<file path="src/fia_pkg.sv">
// ----------------------------------------------------------------------------
// fia_pkg
// Shared types for the FIFO index allocator: transaction payloads, the
// controller state encoding and the controller/datapath command and status.
// ----------------------------------------------------------------------------
`default_nettype none

package fia_pkg;

   localparam int unsigned FIELD_W = 11;

   // Request operation codes
   localparam logic OP_ALLOC = 1'b0;
   localparam logic OP_FREE  = 1'b1;

   typedef struct packed {
      logic               operation;
      logic [FIELD_W-1:0] index;
   } req_type;

   typedef struct packed {
      logic [FIELD_W-1:0] alloc_index;
      logic               done_res;
      logic [FIELD_W-1:0] in_use_count;
   } rsp_type;

   typedef enum logic [1:0] {
      ST_CLEAR,
      ST_IDLE,
      ST_READ,
      ST_UPDATE
   } state_type;

   typedef struct packed {
      logic clear_step;
      logic accept;
      logic read;
      logic update;
   } cmd_type;

   typedef struct packed {
      logic clear_last;
   } status_type;

endpackage

`default_nettype wire

</file>
<file path="src/fia_ctrl.sv">
// ----------------------------------------------------------------------------
// fia_ctrl
// Controller: sequences the bitmap clearing sweep and the read / update
// steps of each transaction.
// ----------------------------------------------------------------------------
`default_nettype none

module fia_ctrl (
   input  wire logic                clock,
   input  wire logic                reset,
   input  wire logic                start,
   output      logic                busy,
   input  wire fia_pkg::status_type status,
   output      fia_pkg::cmd_type    cmd
);

   import fia_pkg::*;

   state_type state_ff;
   state_type state_in;

   // Next state
   always_comb begin
      state_in = state_ff;
      unique case (state_ff)
         ST_CLEAR: begin
            if (status.clear_last) begin
               state_in = ST_IDLE;
            end
         end
         ST_IDLE: begin
            if (start) begin
               state_in = ST_READ;
            end
         end
         ST_READ:   state_in = ST_UPDATE;
         ST_UPDATE: state_in = ST_IDLE;
         default:   state_in = ST_CLEAR;
      endcase
   end

   // Outputs
   always_comb begin
      cmd  = '0;
      busy = 1'b1;
      unique case (state_ff)
         ST_CLEAR:  cmd.clear_step = 1'b1;
         ST_IDLE: begin
            busy       = 1'b0;
            cmd.accept = start;
         end
         ST_READ:   cmd.read   = 1'b1;
         ST_UPDATE: cmd.update = 1'b1;
         default:   busy = 1'b1;
      endcase
   end

   // State register
   always_ff @(posedge clock) begin
      if (reset) begin
         state_ff <= ST_CLEAR;
      end else begin
         state_ff <= state_in;
      end
   end

endmodule

`default_nettype wire

</file>
<file path="config.mk">
export PLATFORM = sky130hd
export DESIGN_NAME = fia_ctrl
export DESIGN_NICKNAME = d
export VERILOG_FILES = /design/src/fia_pkg.sv /design/src/fia_ctrl.sv
export SDC_FILE = /design/constraint.sdc
export NUM_CORES = 1
export LEC_CHECK = 0
export BUFFER_PORTS_ARGS = -buffer_cell sky130_fd_sc_hd__buf_2
export CORE_AREA = 5 5 42 44
export CTS_CLUSTER_SIZE = 8
export DETAILED_ROUTE_END_ITERATION = 10
export DIE_AREA = 0 0 47 49
export PLACE_DENSITY = 0.3
export SYNTH_ARGS = -nofsm -noshare
export SYNTH_HDL_FRONTEND = slang
export SYNTH_SLANG_ARGS = --single-unit
</file>
<file path="constraint.sdc">
create_clock -name clock -period 1.11 [get_ports clock]
set_input_delay 0.222 -clock clock [delete_from_list [all_inputs] [get_ports clock]]
set_output_delay 0.222 -clock clock [all_outputs]
set_load 0.03 [all_outputs]
</file>
# --- Yosys cells after proc, flatten, opt, wreduce, memory -nomap -nowiden ---
# Index checks and enable logic that the tools add are counted.
totals:
  rom_bits: 0
  n_memories: 0
  input_bits: 4
  ram_bits: 0
  latchBits: 0
  out_inout_bits: 5
  register_bits: 2
op_classes:
  mux: 8
  shifts: 0
  n_bitwise: 0
  n_lt_le_gt_ge: 0
  n_reduce_logical: 2
  div_mod_pow: 0
  n_mul: 0
  eq_ne: 5
  addsub: 0
op_table:
  columns: ["op", "count"]
  rows:
  - ["2-bit one-hot mux with 4 select lines", 1]
  - ["1-bit 2-to-1 mux", 5]
  - ["2-bit == test, second input constant", 2]
  - ["2-bit 2-to-1 mux", 2]
  - ["2-bit != test, second input constant", 2]
  - ["2-bit by 1-bit == test with 1-bit output, second input constant", 1]
  - ["2-bit zero test", 1]
  - ["2-bit AND reduction", 1]

# --- Longest topological paths before layout ---
# Gate-level depths: netlist (run 1).
depth:
  word_depth: 3
  mapped_depth: 5

# --- Least setup slack after synthesis (run 1) ---
# OpenSTA, ideal clock, no wires.
synth_path:
  path_kind: "flip-flop to output port"
  from: "register state_ff[1]"
  to: "output port cmd[2] (netlist bit)"
  path_stages_with_launch: 5
  t_arrival_ps: 1150
  slack_ps: -262
  t_required_ps: 888
  n_path_buf: 0
  path_cell_list: "dfxtp_1 -> inv_1 -> ha_1 -> inv_1 -> nor2_1"
synth_rtl:
  columns: ["element", "line_no", "source"]
  rows:
  - ["start, declared", "fia_ctrl.sv:19", "state_type state_ff;"]
  - ["start signal, assigned", "fia_ctrl.sv:63", "state_ff <= state_in;"]
  - ["end, declared", "fia_ctrl.sv:14", "output fia_pkg::cmd_type cmd"]

==> results of run 1 <==
-- cell type report --
type | instances | share of cell area (%)
clock buffer | 3 | 6.406
inverter | 4 | 6.406
multi-input combinational | 13 | 45.20
sequential | 2 | 12.81
tap | 16 | 5.694
timing repair buffer | 10 | 23.49
-- timing repair --
action | in CTS | in global routing
hold buffers | 0 | 0
cloned | 0 | 0
pin swaps | 3 | 3
resized for setup | 19 | 0
hold endpoints to repair | 0 | 0
endpoints found under the setup margin | 7 | 7
-- stage by stage --
step | total power, mW | hold slack [ps] | utilization (%) | worst slack [ps] | TNS [ps]
6_report | 0.7116 | 172.9 | 25.09 | -106.4 | -418.8
5_1_grt | 0.7762 | 170.5 | 25.09 | -151.0 | -769.8
4_1_cts | 0.7356 | 164.7 | 25.09 | -123.3 | -520.1
3_5_place_dp | 0.4530 | 414.9 | 18.75 | -43.18 | -91.72
3_3_place_gp | 0.4551 | 409.6 | 18.75 | -58.41 | -133.9
2_1_floorplan | 0.3779 | 291.1 | - | -9.727 | -11.06
-- cell usage in the layout, fill, tap and decap left out, drive strengths merged --
cell    synthesis  final
nor2            1      1
inv             4      4
dfxtp           2      2
clkbuf          0      3
o21ai           1      1
or2             1      1
nand2b          2      2
mux2i           1      1
buf             0     10
nor2b           1      1
a21oi           2      2
ha              4      4
-- worst max-delay path, delay by kind of cell (launching register included) --
kind	cells	cell delay [ps]
DFF	1	360
buffers and inverters	2	270
adders and majority gates	1	150
-- power by group --
| part | internal [mW] | switching (mW) | total (mW) | leakage (nW) |
|---|---|---|---|---|
| clock network | 0.119 | 0.0394 | 0.158 | 0.0138 |
| logic | 0.207 | 0.220 | 0.427 | 0.121 |
| registers | 0.0991 | 0.0270 | 0.126 | 0.0175 |
| total | 0.425 | 0.286 | 0.712 | 0.152 |
-- routing by layer --
layer | up-vias | part of all wire [%] | wire, um | global-route usage (%)
met5 | - | 0 | 0 | 0
met1 | 73 | 37 | 140 | 5.044
met2 | 4 | 54 | 203 | 5.656
met4 | 0 | 0 | 0 | 4.147
met3 | 0 | 8.0 | 30 | 2.583
li1 | 86 | - | - | -
-- kinds of logic (layout without fill, tap and decap cells) --
kind of cell               Yosys count  after routing  synth area share [%]
buffers and inverters                4             17                 9.020
DFF                                  2              2                 24.06
adders and majority gates            4              4                 30.08
AOI/OAI and AO/OA                    3              3                 9.020
and+or+nand+nor                      5              5                 21.80
muxes                                1              1                 6.015
-- final timing paths --
| path | start | end | depth (start not counted) |
|---|---|---|---|
| setup / recovery | state_ff[0] | cmd[0] | 3 |
| hold / removal | reset | state_ff[0] | 2 |
| setup reg to reg | state_ff[0] | state_ff[1] | 5 |
| hold reg to reg | state_ff[0] | state_ff[0] | 2 |
==> impl_metrics.json, run 1 <==
{
  "cts_max_path_buffers": 2,
  "p_per_area_nw_per_um2": 2024,
  "gr-total-overflow": 0,
  "drt_iter0_drc": 0,
  "synth_cells": 19,
  "grt_max_degree": 5,
  "cts_sinks": 2,
  "setup_ws_ps": -106.4,
  "port_buffers": 8,
  "yosysSeqAreaShare_pct": 24.06,
  "start_util_pct": 11.88,
  "drv_cap": 0,
  "viasPerCell": 3.396,
  "largest_register": "state_ff",
  "synth_ff_type": "dfxtp_1",
  "worstPathArrival_ps": 990,
  "drt-pass1-iter-count": 1,
  "synth_area_leader_cell": "ha_1",
  "fin_cells": 48,
  "outcome": "finished with violations",
  "track_usage_pct": 4.504,
  "num_vias": 163,
  "regArea_sq_um": 45.04,
  "multi_input_area_sq_um": 158.9,
  "antenna_found_initial": 0,
  "synth_commonest_cells": "4 x ha_1, 4 x inv_1, 2 x a21oi_1, 2 x dfxtp_1, 2 x nand2b_1",
  "drv_slew": 0,
  "synth_warnings": 0,
  "power.leakage_nw": 0.1524,
  "syn_to_final_growth_pct": 111.3,
  "diodes": 0,
  "root_buffer": "clkbuf_4",
  "dpl_cell_area_sq_um": 262.8,
  "slowest_delay_ps": 360,
  "largest_reg_flops": 2,
  "synth-async-reset-ratio_pct": 0,
  "worstPathRequired_ps": 890,
  "ys_seq_elements": 2,
  "failed_checks": "negative setup slack",
  "final_area_sq_um": 351.6,
  "clk_latency_ps": 220,
  "rows": 14,
  "rsz0062_at_grt": "true",
  "fmax_mhz": 822.1,
  "worstPathCellList": "buf_4, ha_4, buf_6",
  "grt_pass1_vias": 191,
  "ys_types": 10,
  "grt_pass1_wl_um": 731,
  "min_period_ps": 1216,
  "slew_headroom_pct": 90.56,
  "fillers": 162,
  "gp_congestion": 0.7049,
  "die_x_um": 47,
  "die-area_sq_um": 2303,
  "clk_pin_slew_ps": 30,
  "hold_viol": 0,
  "setup_violations": 6,
  "nets": 42,
  "die_h_um": 49,
  "top_level_ports": 9,
  "drt_wl_total_um": 375,
  "dp_hpwl_um": 320.8,
  "core-area_sq_um": 1401,
  "tritoncts": "done",
  "critPathMaxFanout": 4,
  "hold_path_class": "primary input to register",
  "wl_per_cell_um": 7.813,
  "path_class": "register to primary output",
  "critPathSlowestCell": "dfxtp_4",
  "dp_cells": 45,
  "drc": 0,
  "reg_top3": "state_ff (2)",
  "syn_area_sq_um": 166.4,
  "syn_avg_cell_area_sq_um": 8.758,
  "rrSetupSlack_ps": 0,
  "htreeDepth": 1,
  "numCtsBuffers": 3,
  "post_cts_buffers": 0,
  "cp-end-kind": "primary output",
  "synthTopCellsByArea": "ha_1 30%, dfxtp_1 24%, inv_1 9.0%, nor2b_4 8.3%, nand2b_1 7.5%",
  "layout-drive-gt1-share_pct": 75.00,
  "irDropWorstVdd_v": 0.0005604,
  "fin_skew_ps": 2.673,
  "worst_pin_slew_ps": 140.1,
  "drtAntennaViolNets": 0,
  "synth_nets": 27,
  "synth_top_cell_area_share_pct": 30.08,
  "post-route-period-util_pct": 109.6,
  "synth-edff-count": 0,
  "critPathLaunchType": "register"
}
Note: power is estimated with default switching activity, not from simulation.
==> inputs of run 2 (changes only) <==
--- a/config.mk
+++ b/config.mk
@@ -7,6 +7,7 @@
 export LEC_CHECK = 0
 export BUFFER_PORTS_ARGS = -buffer_cell sky130_fd_sc_hd__buf_2
 export CORE_AREA = 5 5 42 44
+export CTS_BUF_LIST = sky130_fd_sc_hd__clkbuf_8
 export CTS_CLUSTER_SIZE = 8
 export DETAILED_ROUTE_END_ITERATION = 10
 export DIE_AREA = 0 0 47 49
==> run 2 against run 1 <==
Effect of this change: the run still ends with negative setup slack left; critical path depth stayed put; clock power is 78% higher; flip-flop and latch count stayed put; utilization is 1.3 points higher; non-clock buffer count stayed put; first-iteration DRC count stayed put; register-to-register slack hardly changed; via count is 0.61% higher; final cell count stayed put; sequential power hardly changed; largest cell class unchanged.
==> impl_metrics.json, run 2 (synthesized netlist as in run 1, its figures left out) <==
{
  "outcome": "finished with violations",
  "failed_checks": "negative setup slack",
  "drtAntennaViolNets": 0,
  "clk_pin_slew_ps": 30,
  "r2r_cells": 5,
  "path_class": "register to primary output",
  "viasPerCell": 3.417,
  "wl_per_cell_um": 7.958,
  "drc": 0,
  "worst_pin_slew_ps": 140.1,
  "rows": 14,
  "drt_iter0_drc": 0,
  "track_usage_pct": 4.715,
  "gr-total-overflow": 0,
  "port_buffers": 8,
  "hold_buffers": 0,
  "cts_sinks": 2,
  "worstPathArrival_ps": 980,
  "p_sw_uw": 299.2,
  "r2r-end": "state_ff[1]",
  "rsz0062_at_grt": "true",
  "dp_cells": 45,
  "dp_hpwl_um": 320.8,
  "intPower_uw": 534.9,
  "tritoncts": "done",
  "setup_violations": 5,
  "clk_latency_ps": 210,
  "hold_viol": 0,
  "min_period_ps": 1200,
  "seq_power_share_pct": 15.1,
  "drv_slew": 0,
  "hold_path_class": "primary input to register",
  "die-area_sq_um": 2303,
  "start_util_pct": 11.88,
  "critPathMaxFanout": 4,
  "root_buffer": "clkbuf_8",
  "gp_congestion": 0.7049,
  "syn_to_final_growth_pct": 122.6,
  "combPwrFrac_pct": 51.2,
  "timing.rr.start": "state_ff[0]",
  "drt-pass1-iter-count": 1,
  "slew_headroom_pct": 90.56,
  "layout-drive-gt1-share_pct": 75.00,
  "p_per_area_nw_per_um2": 2252,
  "numCtsBuffers": 3,
  "drt_wl_total_um": 382,
  "utilization_pct": 26.43,
  "cts_max_path_buffers": 2,
  "diodes": 0,
  "crit_path_start": "state_ff[0]",
  "nets": 42,
  "setup_ws_ps": -90.37,
  "cp-end-kind": "primary output",
  "fin_skew_ps": 1.436,
  "core-area_sq_um": 1401,
  "post-route-period-util_pct": 108.1,
  "pre_cts_slack_ps": -43.18,
  "fmax_mhz": 833.1,
  "worstPathRequired_ps": 890,
  "grt_max_degree": 5,
  "irDropWorstVdd_v": 0.0007568,
  "rrSetupSlack_ps": 0,
  "top_level_ports": 9,
  "power_uw": 834.2,
  "worstSetupEndpoint": "cmd[0]",
  "final_common_cell": "buf_6",
  "die_x_um": 47,
  "grt_pass1_vias": 198,
  "die_h_um": 49,
  "critPathLaunchType": "register",
  "fin_cells": 48,
  "grt_pass1_wl_um": 745,
  "power.leakage_nw": 0.1602,
  "drv_cap": 0,
  "antenna_found_initial": 0,
  "largest_reg_flops": 2,
  "clkPwrFrac_pct": 33.7,
  "fillers": 162,
  "power.share.switching_pct": 35.87,
  "reg_top3": "state_ff (2)",
  "htreeDepth": 1,
  "num_vias": 164,
  "largest_register": "state_ff"
}
-- run 2: cell counts in the layout (fill, tap and decap cells not counted) --
Identical to the previous run, type by type.
-- run 2: cell type report --
type / instances / area [sq um] / share of cell area (%)
multi-input cells: 13 / 158.9 / 42.91
repair buffers: 10 / 82.58 / 22.30
flip-flops and latches: 2 / 45.04 / 12.16
clock buffers: 3 / 41.29 / 11.15
inverters: 4 / 22.52 / 6.081
well taps: 16 / 20.02 / 5.405
-- run 2: per-layer routing --
layer  track usage, %  vias to the layer above  share of wire, %
met4            5.530                        0                 0
met1            5.044                       74                38
met2            5.656                        4                54
met5                0                        -                 0
met3            2.583                        0               7.9
li1                 -                       86                 -
-- run 2: timing repair --
item                       4_1_cts  5_1_grt
resized for setup               19        0
pin swaps                        3        3
hold endpoints to repair         0        0
setup buffers                    0        0
gates cloned                     0        0
setup endpoints to repair        7        7
-- run 2: power groups by stage --
stage / sequential [mW] / combinational, mW / clock, mW
6_report: 0.126 / 0.427 / 0.281
5_1_grt: 0.129 / 0.470 / 0.298
4_1_cts: 0.126 / 0.439 / 0.292
3_5_place_dp: 0.112 / 0.341 / 0
3_3_place_gp: 0.114 / 0.341 / 0
2_1_floorplan: 0.115 / 0.263 / 0
-- run 2: worst min-delay path by stage --
stage,from,to,slack [ps],cells past startpoint
6_report,reset,state_ff[0],190,2
2_1_floorplan,reset,state_ff[0],290,1
3_5_place_dp,reset,state_ff[0],410,2
4_1_cts,reset,state_ff[0],180,2
5_1_grt,reset,state_ff[0],190,2
3_3_place_gp,reset,state_ff[0],410,2
-- run 2: through the flow --
stage                     cell area (sq um)  TNS, ps  hold WS [ps]
final                                 370.4   -341.0         189.2
after global routing                  370.4   -646.1         194.9
after CTS                             370.4   -418.2         185.0
after detailed placement              262.8   -91.72         414.9
after global placement                262.8   -133.9         409.6
after floorplan                       187.7   -11.06         291.1
-- run 2: critical path: stages, from the launching register on --
cell,delay (ps)
dfxtp_4,350
buf_4,140
ha_4,150
buf_6,130
